`src/rtl/pgsa_pkg.sv`:
```
// Shared types, codes and helper functions for the passkey gated safety alarm.
package pgsa_pkg;

  localparam int PASSKEY_LENGTH_DEF = 4;
  localparam int QUEUE_DEPTH        = 2;

  localparam int IN_DATA_W  = 32;
  localparam int OUT_DATA_W = 24;

  // Configuration register indexes
  localparam logic [1:0] REG_PASSKEY_CODES   = 2'd0;
  localparam logic [1:0] REG_GAS_LEVEL_LIMIT = 2'd1;
  localparam logic [1:0] REG_HOT_ADC_LIMIT   = 2'd2;

  localparam logic [15:0] PASSKEY_CODES_RST   = 16'h4210;
  localparam logic [6:0]  GAS_LEVEL_LIMIT_RST = 7'd20;
  localparam logic [11:0] HOT_ADC_LIMIT_RST   = 12'd1997;

  localparam logic [3:0] KEY_STAR = 4'd12;
  localparam logic [3:0] KEY_HASH = 4'd14;

  localparam logic [2:0] EV_NONE    = 3'd0;
  localparam logic [2:0] EV_STORED  = 3'd1;
  localparam logic [2:0] EV_CLEARED = 3'd2;
  localparam logic [2:0] EV_GRANTED = 3'd3;
  localparam logic [2:0] EV_DENIED  = 3'd4;

  localparam logic [2:0] MSG_GAS_MONITOR = 3'd0;
  localparam logic [2:0] MSG_FIRE_SMOKE  = 3'd1;
  localparam logic [2:0] MSG_FIRE        = 3'd2;
  localparam logic [2:0] MSG_SMOKE       = 3'd3;
  localparam logic [2:0] MSG_SAFE        = 3'd4;

  // One gas level step in converter counts
  localparam logic [12:0] GAS_STEP = 13'd41;

  typedef struct packed {
    logic        authorized;
    logic [2:0]  entry_event;
    logic [2:0]  entered_count;
    logic        evaluate;
    logic [11:0] gas_sample;
    logic        flame_seen;
    logic [11:0] temp_sample;
  } op_t;

  typedef struct packed {
    logic [2:0] message;
    logic       fan_drive;
    logic       pump_drive;
    logic       green_lamp;
    logic       yellow_lamp;
    logic       red_lamp;
    logic       buzzer;
  } alarm_t;

  function automatic logic [3:0] passkey_nibble(input logic [15:0] codes, input int idx);
    logic [3:0] nib;
    unique case (idx)
      0:       nib = codes[3:0];
      1:       nib = codes[7:4];
      2:       nib = codes[11:8];
      3:       nib = codes[15:12];
      default: nib = 4'd0;
    endcase
    return nib;
  endfunction

  // floor(sample * 6 / 4100) as a count of crossed thresholds
  function automatic logic [2:0] bar_level_of(input logic [11:0] sample);
    logic [2:0] lvl;
    lvl = 3'd0;
    if (sample >= 12'd684)  lvl = 3'd1;
    if (sample >= 12'd1367) lvl = 3'd2;
    if (sample >= 12'd2050) lvl = 3'd3;
    if (sample >= 12'd2734) lvl = 3'd4;
    if (sample >= 12'd3417) lvl = 3'd5;
    return lvl;
  endfunction

endpackage

```
`src/rtl/pgsa_front.sv`:
```
// Front end: accepts requests, runs passkey entry and classifies each request.
module pgsa_front #(
  parameter int PASSKEY_LENGTH = pgsa_pkg::PASSKEY_LENGTH_DEF
) (
  input  logic                           clk,
  input  logic                           rst,
  input  logic                           s_tvalid,
  output logic                           s_tready,
  // [3:0] key_code, [15:4] gas_sample, [16] flame_seen, [28:17] temp_sample
  input  logic [pgsa_pkg::IN_DATA_W-1:0] s_tdata,
  // [0] mode
  input  logic                           s_tuser,
  input  logic [15:0]                    passkey_codes,
  input  logic                           q_full,
  output logic                           push,
  output pgsa_pkg::op_t                  op
);
  import pgsa_pkg::*;

  localparam int CNT_W = $clog2(PASSKEY_LENGTH + 1);
  localparam int IDX_W = (PASSKEY_LENGTH > 1) ? $clog2(PASSKEY_LENGTH) : 1;

  logic [3:0]       entry_keys [PASSKEY_LENGTH];
  logic [CNT_W-1:0] entry_count, entry_count_next;
  logic             access_granted, access_granted_next;
  logic             match;
  logic             store;
  logic [2:0]       event_code;
  logic [3:0]       key_code;

  assign key_code = s_tdata[3:0];
  assign s_tready = !q_full;
  assign push     = s_tvalid && s_tready;

  always_comb begin
    match = (entry_count == CNT_W'(PASSKEY_LENGTH));
    for (int i = 0; i < PASSKEY_LENGTH; i++) begin
      if (entry_keys[i] != passkey_nibble(passkey_codes, i)) match = 1'b0;
    end
  end

  always_comb begin
    event_code          = EV_NONE;
    entry_count_next    = entry_count;
    access_granted_next = access_granted;
    store               = 1'b0;
    if (!s_tuser) begin
      if (key_code == KEY_STAR) begin
        event_code       = EV_CLEARED;
        entry_count_next = '0;
      end else if (key_code == KEY_HASH && entry_count != '0) begin
        entry_count_next = '0;
        if (match) begin
          event_code          = EV_GRANTED;
          access_granted_next = 1'b1;
        end else begin
          event_code = EV_DENIED;
        end
      end else if (entry_count < CNT_W'(PASSKEY_LENGTH)) begin
        event_code       = EV_STORED;
        store            = 1'b1;
        entry_count_next = entry_count + 1'b1;
      end
    end
  end

  always_comb begin
    op.authorized    = access_granted_next;
    op.entry_event   = event_code;
    op.entered_count = 3'(entry_count_next);
    op.evaluate      = s_tuser && access_granted;
    op.gas_sample    = s_tdata[15:4];
    op.flame_seen    = s_tdata[16];
    op.temp_sample   = s_tdata[28:17];
  end

  always_ff @(posedge clk) begin
    if (rst) begin
      entry_count    <= '0;
      access_granted <= 1'b0;
    end else if (push) begin
      entry_count    <= entry_count_next;
      access_granted <= access_granted_next;
    end
  end

  always_ff @(posedge clk) begin
    if (push && store) begin
      entry_keys[entry_count[IDX_W-1:0]] <= key_code;
    end
  end

endmodule

```
`src/rtl/pgsa_queue.sv`:
```
// Short first-in first-out queue of classified requests between front and back.
module pgsa_queue (
  input  logic          clk,
  input  logic          rst,
  input  logic          push,
  input  pgsa_pkg::op_t push_data,
  input  logic          pop,
  output pgsa_pkg::op_t pop_data,
  output logic          full,
  output logic          empty
);
  import pgsa_pkg::*;

  localparam int PTR_W = (QUEUE_DEPTH > 1) ? $clog2(QUEUE_DEPTH) : 1;
  localparam int CNT_W = $clog2(QUEUE_DEPTH + 1);

  op_t              mem [QUEUE_DEPTH];
  logic [PTR_W-1:0] wr_ptr, rd_ptr;
  logic [CNT_W-1:0] count;

  assign full     = (count == CNT_W'(QUEUE_DEPTH));
  assign empty    = (count == '0);
  assign pop_data = mem[rd_ptr];

  always_ff @(posedge clk) begin
    if (push) mem[wr_ptr] <= push_data;
  end

  always_ff @(posedge clk) begin
    if (rst) begin
      wr_ptr <= '0;
      rd_ptr <= '0;
      count  <= '0;
    end else begin
      if (push) begin
        wr_ptr <= (wr_ptr == PTR_W'(QUEUE_DEPTH - 1)) ? '0 : wr_ptr + 1'b1;
      end
      if (pop) begin
        rd_ptr <= (rd_ptr == PTR_W'(QUEUE_DEPTH - 1)) ? '0 : rd_ptr + 1'b1;
      end
      if (push && !pop)      count <= count + 1'b1;
      else if (pop && !push) count <= count - 1'b1;
    end
  end

endmodule

```
`src/rtl/pgsa_back.sv`:
```
// Back end: applies requests to the alarm drives and bar graph, holds the result.
module pgsa_back (
  input  logic                            clk,
  input  logic                            rst,
  input  logic                            q_empty,
  input  pgsa_pkg::op_t                   q_data,
  output logic                            pop,
  input  logic [6:0]                      gas_level_limit,
  input  logic [11:0]                     hot_adc_limit,
  output logic                            m_tvalid,
  input  logic                            m_tready,
  // [0] authorized, [3:1] entry_event, [6:4] entered_count, [7] buzzer,
  // [8] red_lamp, [9] yellow_lamp, [10] green_lamp, [11] pump_drive,
  // [12] fan_drive, [15:13] message, [18:16] bar_level
  output logic [pgsa_pkg::OUT_DATA_W-1:0] m_tdata
);
  import pgsa_pkg::*;

  alarm_t      alarm, alarm_next, drv;
  logic [2:0]  bar, bar_next;
  logic [12:0] thr_high, thr_low;
  logic        gas_high, gas_low, hot;
  logic [OUT_DATA_W-1:0] out_data;

  assign pop     = !q_empty && (!m_tvalid || m_tready);
  assign m_tdata = out_data;

  // gas/41 > limit  <=>  sample >= 41*(limit+1); gas/41 < limit <=> sample < 41*limit
  assign thr_high = ({6'd0, gas_level_limit} + 13'd1) * GAS_STEP;
  assign thr_low  = {6'd0, gas_level_limit} * GAS_STEP;
  assign gas_high = {1'b0, q_data.gas_sample} >= thr_high;
  assign gas_low  = {1'b0, q_data.gas_sample} < thr_low;
  assign hot      = q_data.temp_sample <= hot_adc_limit;

  always_comb begin
    drv        = '0;
    alarm_next = alarm;
    bar_next   = bar;
    if (q_data.evaluate) begin
      if (q_data.flame_seen) begin
        drv.buzzer     = 1'b1;
        drv.red_lamp   = 1'b1;
        drv.pump_drive = 1'b1;
      end
      if (hot) begin
        drv.buzzer      = 1'b1;
        drv.yellow_lamp = 1'b1;
        drv.fan_drive   = 1'b1;
      end
      if (gas_high) begin
        drv.message = MSG_GAS_MONITOR;
        bar_next    = bar_level_of(q_data.gas_sample);
      end else if (gas_low && (q_data.flame_seen || hot)) begin
        drv.message = q_data.flame_seen ? (hot ? MSG_FIRE_SMOKE : MSG_FIRE) : MSG_SMOKE;
      end else begin
        drv            = '0;
        drv.green_lamp = 1'b1;
        drv.message    = MSG_SAFE;
      end
      alarm_next = drv;
    end else if (q_data.entry_event == EV_DENIED) begin
      alarm_next.red_lamp = 1'b1;
    end else if (q_data.entry_event == EV_GRANTED) begin
      alarm_next.red_lamp = 1'b0;
    end
  end

  always_ff @(posedge clk) begin
    if (rst) begin
      alarm    <= '0;
      bar      <= '0;
      m_tvalid <= 1'b0;
    end else if (pop) begin
      alarm    <= alarm_next;
      bar      <= bar_next;
      m_tvalid <= 1'b1;
    end else if (m_tready) begin
      m_tvalid <= 1'b0;
    end
  end

  always_ff @(posedge clk) begin
    if (pop) begin
      out_data <= {5'd0, bar_next, alarm_next.message, alarm_next.fan_drive,
                   alarm_next.pump_drive, alarm_next.green_lamp, alarm_next.yellow_lamp,
                   alarm_next.red_lamp, alarm_next.buzzer, q_data.entered_count,
                   q_data.entry_event, q_data.authorized};
    end
  end

endmodule

```
`src/rtl/passkey_gated_safety_alarm.sv`:
```
// Passkey gated gas, flame and temperature alarm: top level.
//
// Requests enter on the s_ stream: s_tuser low carries a keypad press, high a
// sensor sample. Each request yields exactly one result on the m_ stream with
// the access flag, the entry event, the keys held and the current alarm drives.
// Sensor samples change nothing until a correct passkey followed by hash has
// been entered.
// The cfg_ channel writes the passkey codes (index 0), the gas level limit
// (index 1) and the hot temperature count limit (index 2); cfg_ready is always
// high and writes take effect on the next cycle.
// On its way to a result a request is registered in the two-entry request
// queue behind the front end, then in the back end's output register.
// Throughput is one request per cycle while m_tready is high; the passkey
// compare and the gas and temperature threshold compares are combinational.
// When the receiver stalls, the result holds in the output register, the
// queue fills and s_tready drops once it is full.
// Reset clears the entered key count, access, all drives, the message and the bar
// level, and reloads the register reset values.
module passkey_gated_safety_alarm #(
  parameter int PASSKEY_LENGTH = pgsa_pkg::PASSKEY_LENGTH_DEF
) (
  input  logic                            clk,
  input  logic                            rst,
  input  logic                            s_tvalid,
  output logic                            s_tready,
  // [3:0] key_code, [15:4] gas_sample, [16] flame_seen, [28:17] temp_sample
  input  logic [pgsa_pkg::IN_DATA_W-1:0]  s_tdata,
  // [0] mode
  input  logic                            s_tuser,
  output logic                            m_tvalid,
  input  logic                            m_tready,
  // [0] authorized, [3:1] entry_event, [6:4] entered_count, [7] buzzer,
  // [8] red_lamp, [9] yellow_lamp, [10] green_lamp, [11] pump_drive,
  // [12] fan_drive, [15:13] message, [18:16] bar_level
  output logic [pgsa_pkg::OUT_DATA_W-1:0] m_tdata,
  input  logic                            cfg_valid,
  output logic                            cfg_ready,
  input  logic [1:0]                      cfg_index,
  input  logic [15:0]                     cfg_data
);
  import pgsa_pkg::*;

  logic [15:0] passkey_codes;
  logic [6:0]  gas_level_limit;
  logic [11:0] hot_adc_limit;
  logic        push, pop, q_full, q_empty;
  op_t         push_op, pop_op;

  assign cfg_ready = 1'b1;

  always_ff @(posedge clk) begin
    if (rst) begin
      passkey_codes   <= PASSKEY_CODES_RST;
      gas_level_limit <= GAS_LEVEL_LIMIT_RST;
      hot_adc_limit   <= HOT_ADC_LIMIT_RST;
    end else if (cfg_valid && cfg_ready) begin
      unique case (cfg_index)
        REG_PASSKEY_CODES:   passkey_codes   <= cfg_data;
        REG_GAS_LEVEL_LIMIT: gas_level_limit <= cfg_data[6:0];
        REG_HOT_ADC_LIMIT:   hot_adc_limit   <= cfg_data[11:0];
        default: ;
      endcase
    end
  end

  pgsa_front #(
    .PASSKEY_LENGTH(PASSKEY_LENGTH)
  ) u_front (
    .clk           (clk),
    .rst           (rst),
    .s_tvalid      (s_tvalid),
    .s_tready      (s_tready),
    .s_tdata       (s_tdata),
    .s_tuser       (s_tuser),
    .passkey_codes (passkey_codes),
    .q_full        (q_full),
    .push          (push),
    .op            (push_op)
  );

  pgsa_queue u_queue (
    .clk       (clk),
    .rst       (rst),
    .push      (push),
    .push_data (push_op),
    .pop       (pop),
    .pop_data  (pop_op),
    .full      (q_full),
    .empty     (q_empty)
  );

  pgsa_back u_back (
    .clk             (clk),
    .rst             (rst),
    .q_empty         (q_empty),
    .q_data          (pop_op),
    .pop             (pop),
    .gas_level_limit (gas_level_limit),
    .hot_adc_limit   (hot_adc_limit),
    .m_tvalid        (m_tvalid),
    .m_tready        (m_tready),
    .m_tdata         (m_tdata)
  );

  a_pop_not_empty: assert property (@(posedge clk) disable iff (rst)
    pop |-> !q_empty)
    else $error("back end popped an empty request queue");

  a_full_not_empty: assert property (@(posedge clk) disable iff (rst)
    q_full |-> !q_empty)
    else $error("request queue full and empty at once");

  a_hot_drives: assert property (@(posedge clk) disable iff (rst)
    (m_tvalid && m_tdata[9]) |-> (m_tdata[7] && m_tdata[12]))
    else $error("yellow lamp lit without buzzer and fan");

  a_count_bound: assert property (@(posedge clk) disable iff (rst)
    m_tvalid |-> (32'(m_tdata[6:4]) <= PASSKEY_LENGTH))
    else $error("entered count above passkey length");

endmodule
```
`config.mk`:
```
export PLATFORM = sky130hd
export DESIGN_NAME = passkey_gated_safety_alarm
export DESIGN_NICKNAME = d
export VERILOG_FILES = /design/src/rtl/pgsa_pkg.sv /design/src/rtl/pgsa_front.sv /design/src/rtl/pgsa_queue.sv /design/src/rtl/pgsa_back.sv /design/src/rtl/passkey_gated_safety_alarm.sv
export SDC_FILE = /design/constraint.sdc
export NUM_CORES = 1
export LEC_CHECK = 0
export BUFFER_PORTS_ARGS = -buffer_cell sky130_fd_sc_hd__clkbuf_2
export CAP_MARGIN = 5
export CORE_ASPECT_RATIO = 1.2
export CORE_UTILIZATION = 45
export CTS_CLUSTER_DIAMETER = 150
export DETAILED_ROUTE_END_ITERATION = 16
export SKIP_LAST_GASP = 1
export SLEW_MARGIN = 20
export SYNTH_ARGS = -nofsm -noshare
export SYNTH_HDL_FRONTEND = slang
export SYNTH_SLANG_ARGS = --single-unit
```
`constraint.sdc`:
```
create_clock -name clk -period 6.6 [get_ports clk]
set_input_delay 1.98 -clock clk [delete_from_list [all_inputs] [get_ports clk]]
set_output_delay 1.98 -clock clk [all_outputs]
set_load 0.02 [all_outputs]
```
==> qor.txt <==
H-tree depth - 4
Hold Path Class - reg2reg
Detailed-route via count - 5886
Vias per inst - 5.33
Clock sink total - 158
Asr flop ratio synth - 0%
Worst Tran Pin Value - 0.874 ns
Final period util - 80.0%
Yosys top cell area share - 35.4%
Top-Level Pins - 83
Flop-to-flop setup slack - 1.32 ns
Slew HR - 41.4%
Hold-fix buffers, CTS - 0
Pwr Density - 348 mW/mm2
Met3 Use GR - 3.85%
Vias in the first global route - 6311
Die area - 0.0196 mm2
Hold slack - 0.459 ns
Grt met1 use - 21.9%
Core area - 0.0184 mm2
PnR worst setup slack - 1.32 ns
Crit start category - flop
Share of layout cells above drive strength 1 - 17.7%
Post-CTS setup buffer count - 0
Clk_skew - 0.00912 ns
Layout area overhead - 13.3%
Synth top cells by count - 101 x edfxtp_1, 97 x ha_1, 88 x nand2_1
Synth cell types - 68
Reg2reg end - u_back.m_tdata[16]
Mapped cell area - 0.00858 mm2
CP Capture Type - flop
Drt first pass iters - 6
CTS Buffer Depth - 2
Detailed-route DRC error count - 0
Post-route ant nets - 0
Syn. warnings - 0
Met2 usage - 34.4%
RR Startpoint - gas_level_limit[0]
CTS Buf Count - 17
Antenna violations before repair - 0
Starting DRT DRC Count - 279
Worst hold endpoint - hot_adc_limit[1]
FP Rows - 54
Hold wc startpoint - hot_adc_limit[1]
Post-CTS resize count - 0
Largest area contributor in the netlist - edfxtp_1
Ant. Diodes - 0
Post-synth EDFFs - 101
Die span in y - 153 um
DR WL/cell - 15.7 um
Pre-CTS setup slack - 1.28 ns
MaxCap Viol Count - 0
CP Data Arrival Time - 5.45 ns
Final slew viol count - 0
Grt ovf - 0
Syn Area/Cell - 11.2 um2
Global-route wire length before repair - 29800 um
Final setup viols - 0
Largest net degree at the start of global routing - 38
Leak - 4.15 nW
Dpl hpwl - 13200 um
Pwr Total - 0.00338 W
Ys flop type - edfxtp_1
Register area share after synthesis - 48.7%
Starting Density - 46.5%
Reg2Reg Depth - 21
Tmin final - 5.28 ns
Worst EP required - 6.77 ns
Clk Latency, worst-skew pair - 0.42 ns
Yosys reg bits - 158
CTS tree - done
Fmax - 189 MHz
Total GRT Usage - 19.4%
Final #Nets - 998
Worst Hold Depth - 2
Drt total wl - 17400 um
GRT busiest layer - met2
Clock-pin slew on the worst setup and hold paths - 0.06 ns
Final hold violation count - 0
Filler Cells Inserted - 1660
Die width - 128 um
Most frequent cell after synthesis - edfxtp_1
Finished Core Util - 52.7%
RSZ-0062 raised after global routing - no
Input/output buffers - 73
Routability cong. - 0.868
Root Driver - clkbuf_16
Outcome - completed
Setup tns final - 0 ns
Max VDD drop - 0.163 mV
Worst Path Max Fanout - 10
WS Path Type - reg2reg
Synth Instances - 767
Most area-consuming cells after synthesis - edfxtp_1 35%, ha_1 14%, dfxtp_1 13%
cells in the final DEF (no fill, tap or decap), drive strengths merged, types with 3 or more instances in the layout:
cell and n:
xor2 18, nand2 88, nor3 11, dfxtp 57
a21boi 3, xnor2 22, inv 52, a211oi 4
o21ai 22, and2 3, o22ai 5, mux2 27
buf 5, or4 3, a21o 12, conb 6
clkinvlp 4, nand2b 8, edfxtp 101, nand3b 6
a31oi 3, fa 5, o31ai 8, o32ai 5
and3 6, nand4 10, a21oi 49, nor2b 4
o211ai 11, nor2 37, nor4 3, nand3 22
ha 97, mux2i 15, clkbuf 95
how the worst max path moves through the flow:
stage	from	cells after the start	endpoint	slack [ns]
3_5_place_dp	gas_level_limit[0]	21	u_back.m_tdata[16]	1.28
3_3_place_gp	gas_level_limit[0]	21	u_back.m_tdata[18]	1.38
4_1_cts	gas_level_limit[0]	21	u_back.m_tdata[16]	1.28
2_1_floorplan	gas_level_limit[0]	22	u_back.m_tdata[16]	1.95
6_report	gas_level_limit[0]	21	u_back.m_tdata[16]	1.32
5_1_grt	gas_level_limit[0]	21	u_back.m_tdata[16]	1.0
registers in the layout (all words and copies together) (netlist names), named ones only:
register	count
gas_level_limit	7
hot_adc_limit	12
passkey_codes	16
u_back.alarm	9
u_back.bar	3
u_back.m_tdata	19
u_back.m_tvalid	1
u_front.access_granted	1
u_front.entry_count	3
u_front.entry_keys	16
u_queue.count	2
u_queue.mem	66
u_queue.rd_ptr	1
u_queue.wr_ptr	1
worst max-delay path, stage by stage, from the launching register on:
cell      delay (ns)
dfxtp_1         0.52
ha_1            0.24
nand3_1         0.12
xnor2_1         0.21
ha_1            0.30
inv_1           0.05
fa_1            0.50
inv_1           0.04
ha_1            0.29
ha_1            0.35
nor2b_1         0.14
o21ai_0         0.27
nand2b_1        0.14
a21o_1          0.20
a21oi_1         0.17
xor2_1          0.18
ha_1            0.26
a21oi_1         0.16
nand3_1         0.10
and3_1          0.32
nand2b_4        0.17
mux2_4          0.30
per-stage QoR:
stage,cells,instance area (um2)
2_1_floorplan,771,8590
3_3_place_gp,1073,9150
3_5_place_dp,1073,9150
4_1_cts,1105,9720
5_1_grt,1105,9720
6_report,1105,9720
layer usage:
layer	vias to the layer above	routed length [um]
met3	26	634
met1	2845	7190
met5	-	0
met2	113	8990
li1	2902	-
met4	0	566
layout make-up:
class | count | area (um2) | share of cell area (%)
repair buffers | 78 | 403 | 4.15
multi-input cells | 536 | 4070 | 41.9
clock inverters | 10 | 104 | 1.07
inverters | 49 | 184 | 1.89
well taps | 252 | 315 | 3.24
clock buffers | 22 | 464 | 4.78
flip-flops and latches | 158 | 4180 | 43.0
cell families after synthesis:
family / after synthesis / synth area share (%)
buf+inv: 77 / 4.06
mux: 42 / 5.60
fa+ha+maj: 102 / 15.3
other cells: 2 / 0.0876
simple gates: 212 / 12.2
flops: 158 / 48.7
xor+xnor: 40 / 4.08
compound gates: 134 / 10.0
power by group:
part | switching (W) | internal [W]
Combinational | 0.000664 | 0.000422
Sequential | 0.0000913 | 0.00127
Clock | 0.000389 | 0.000544
Power figures use the tool's default switching activity.
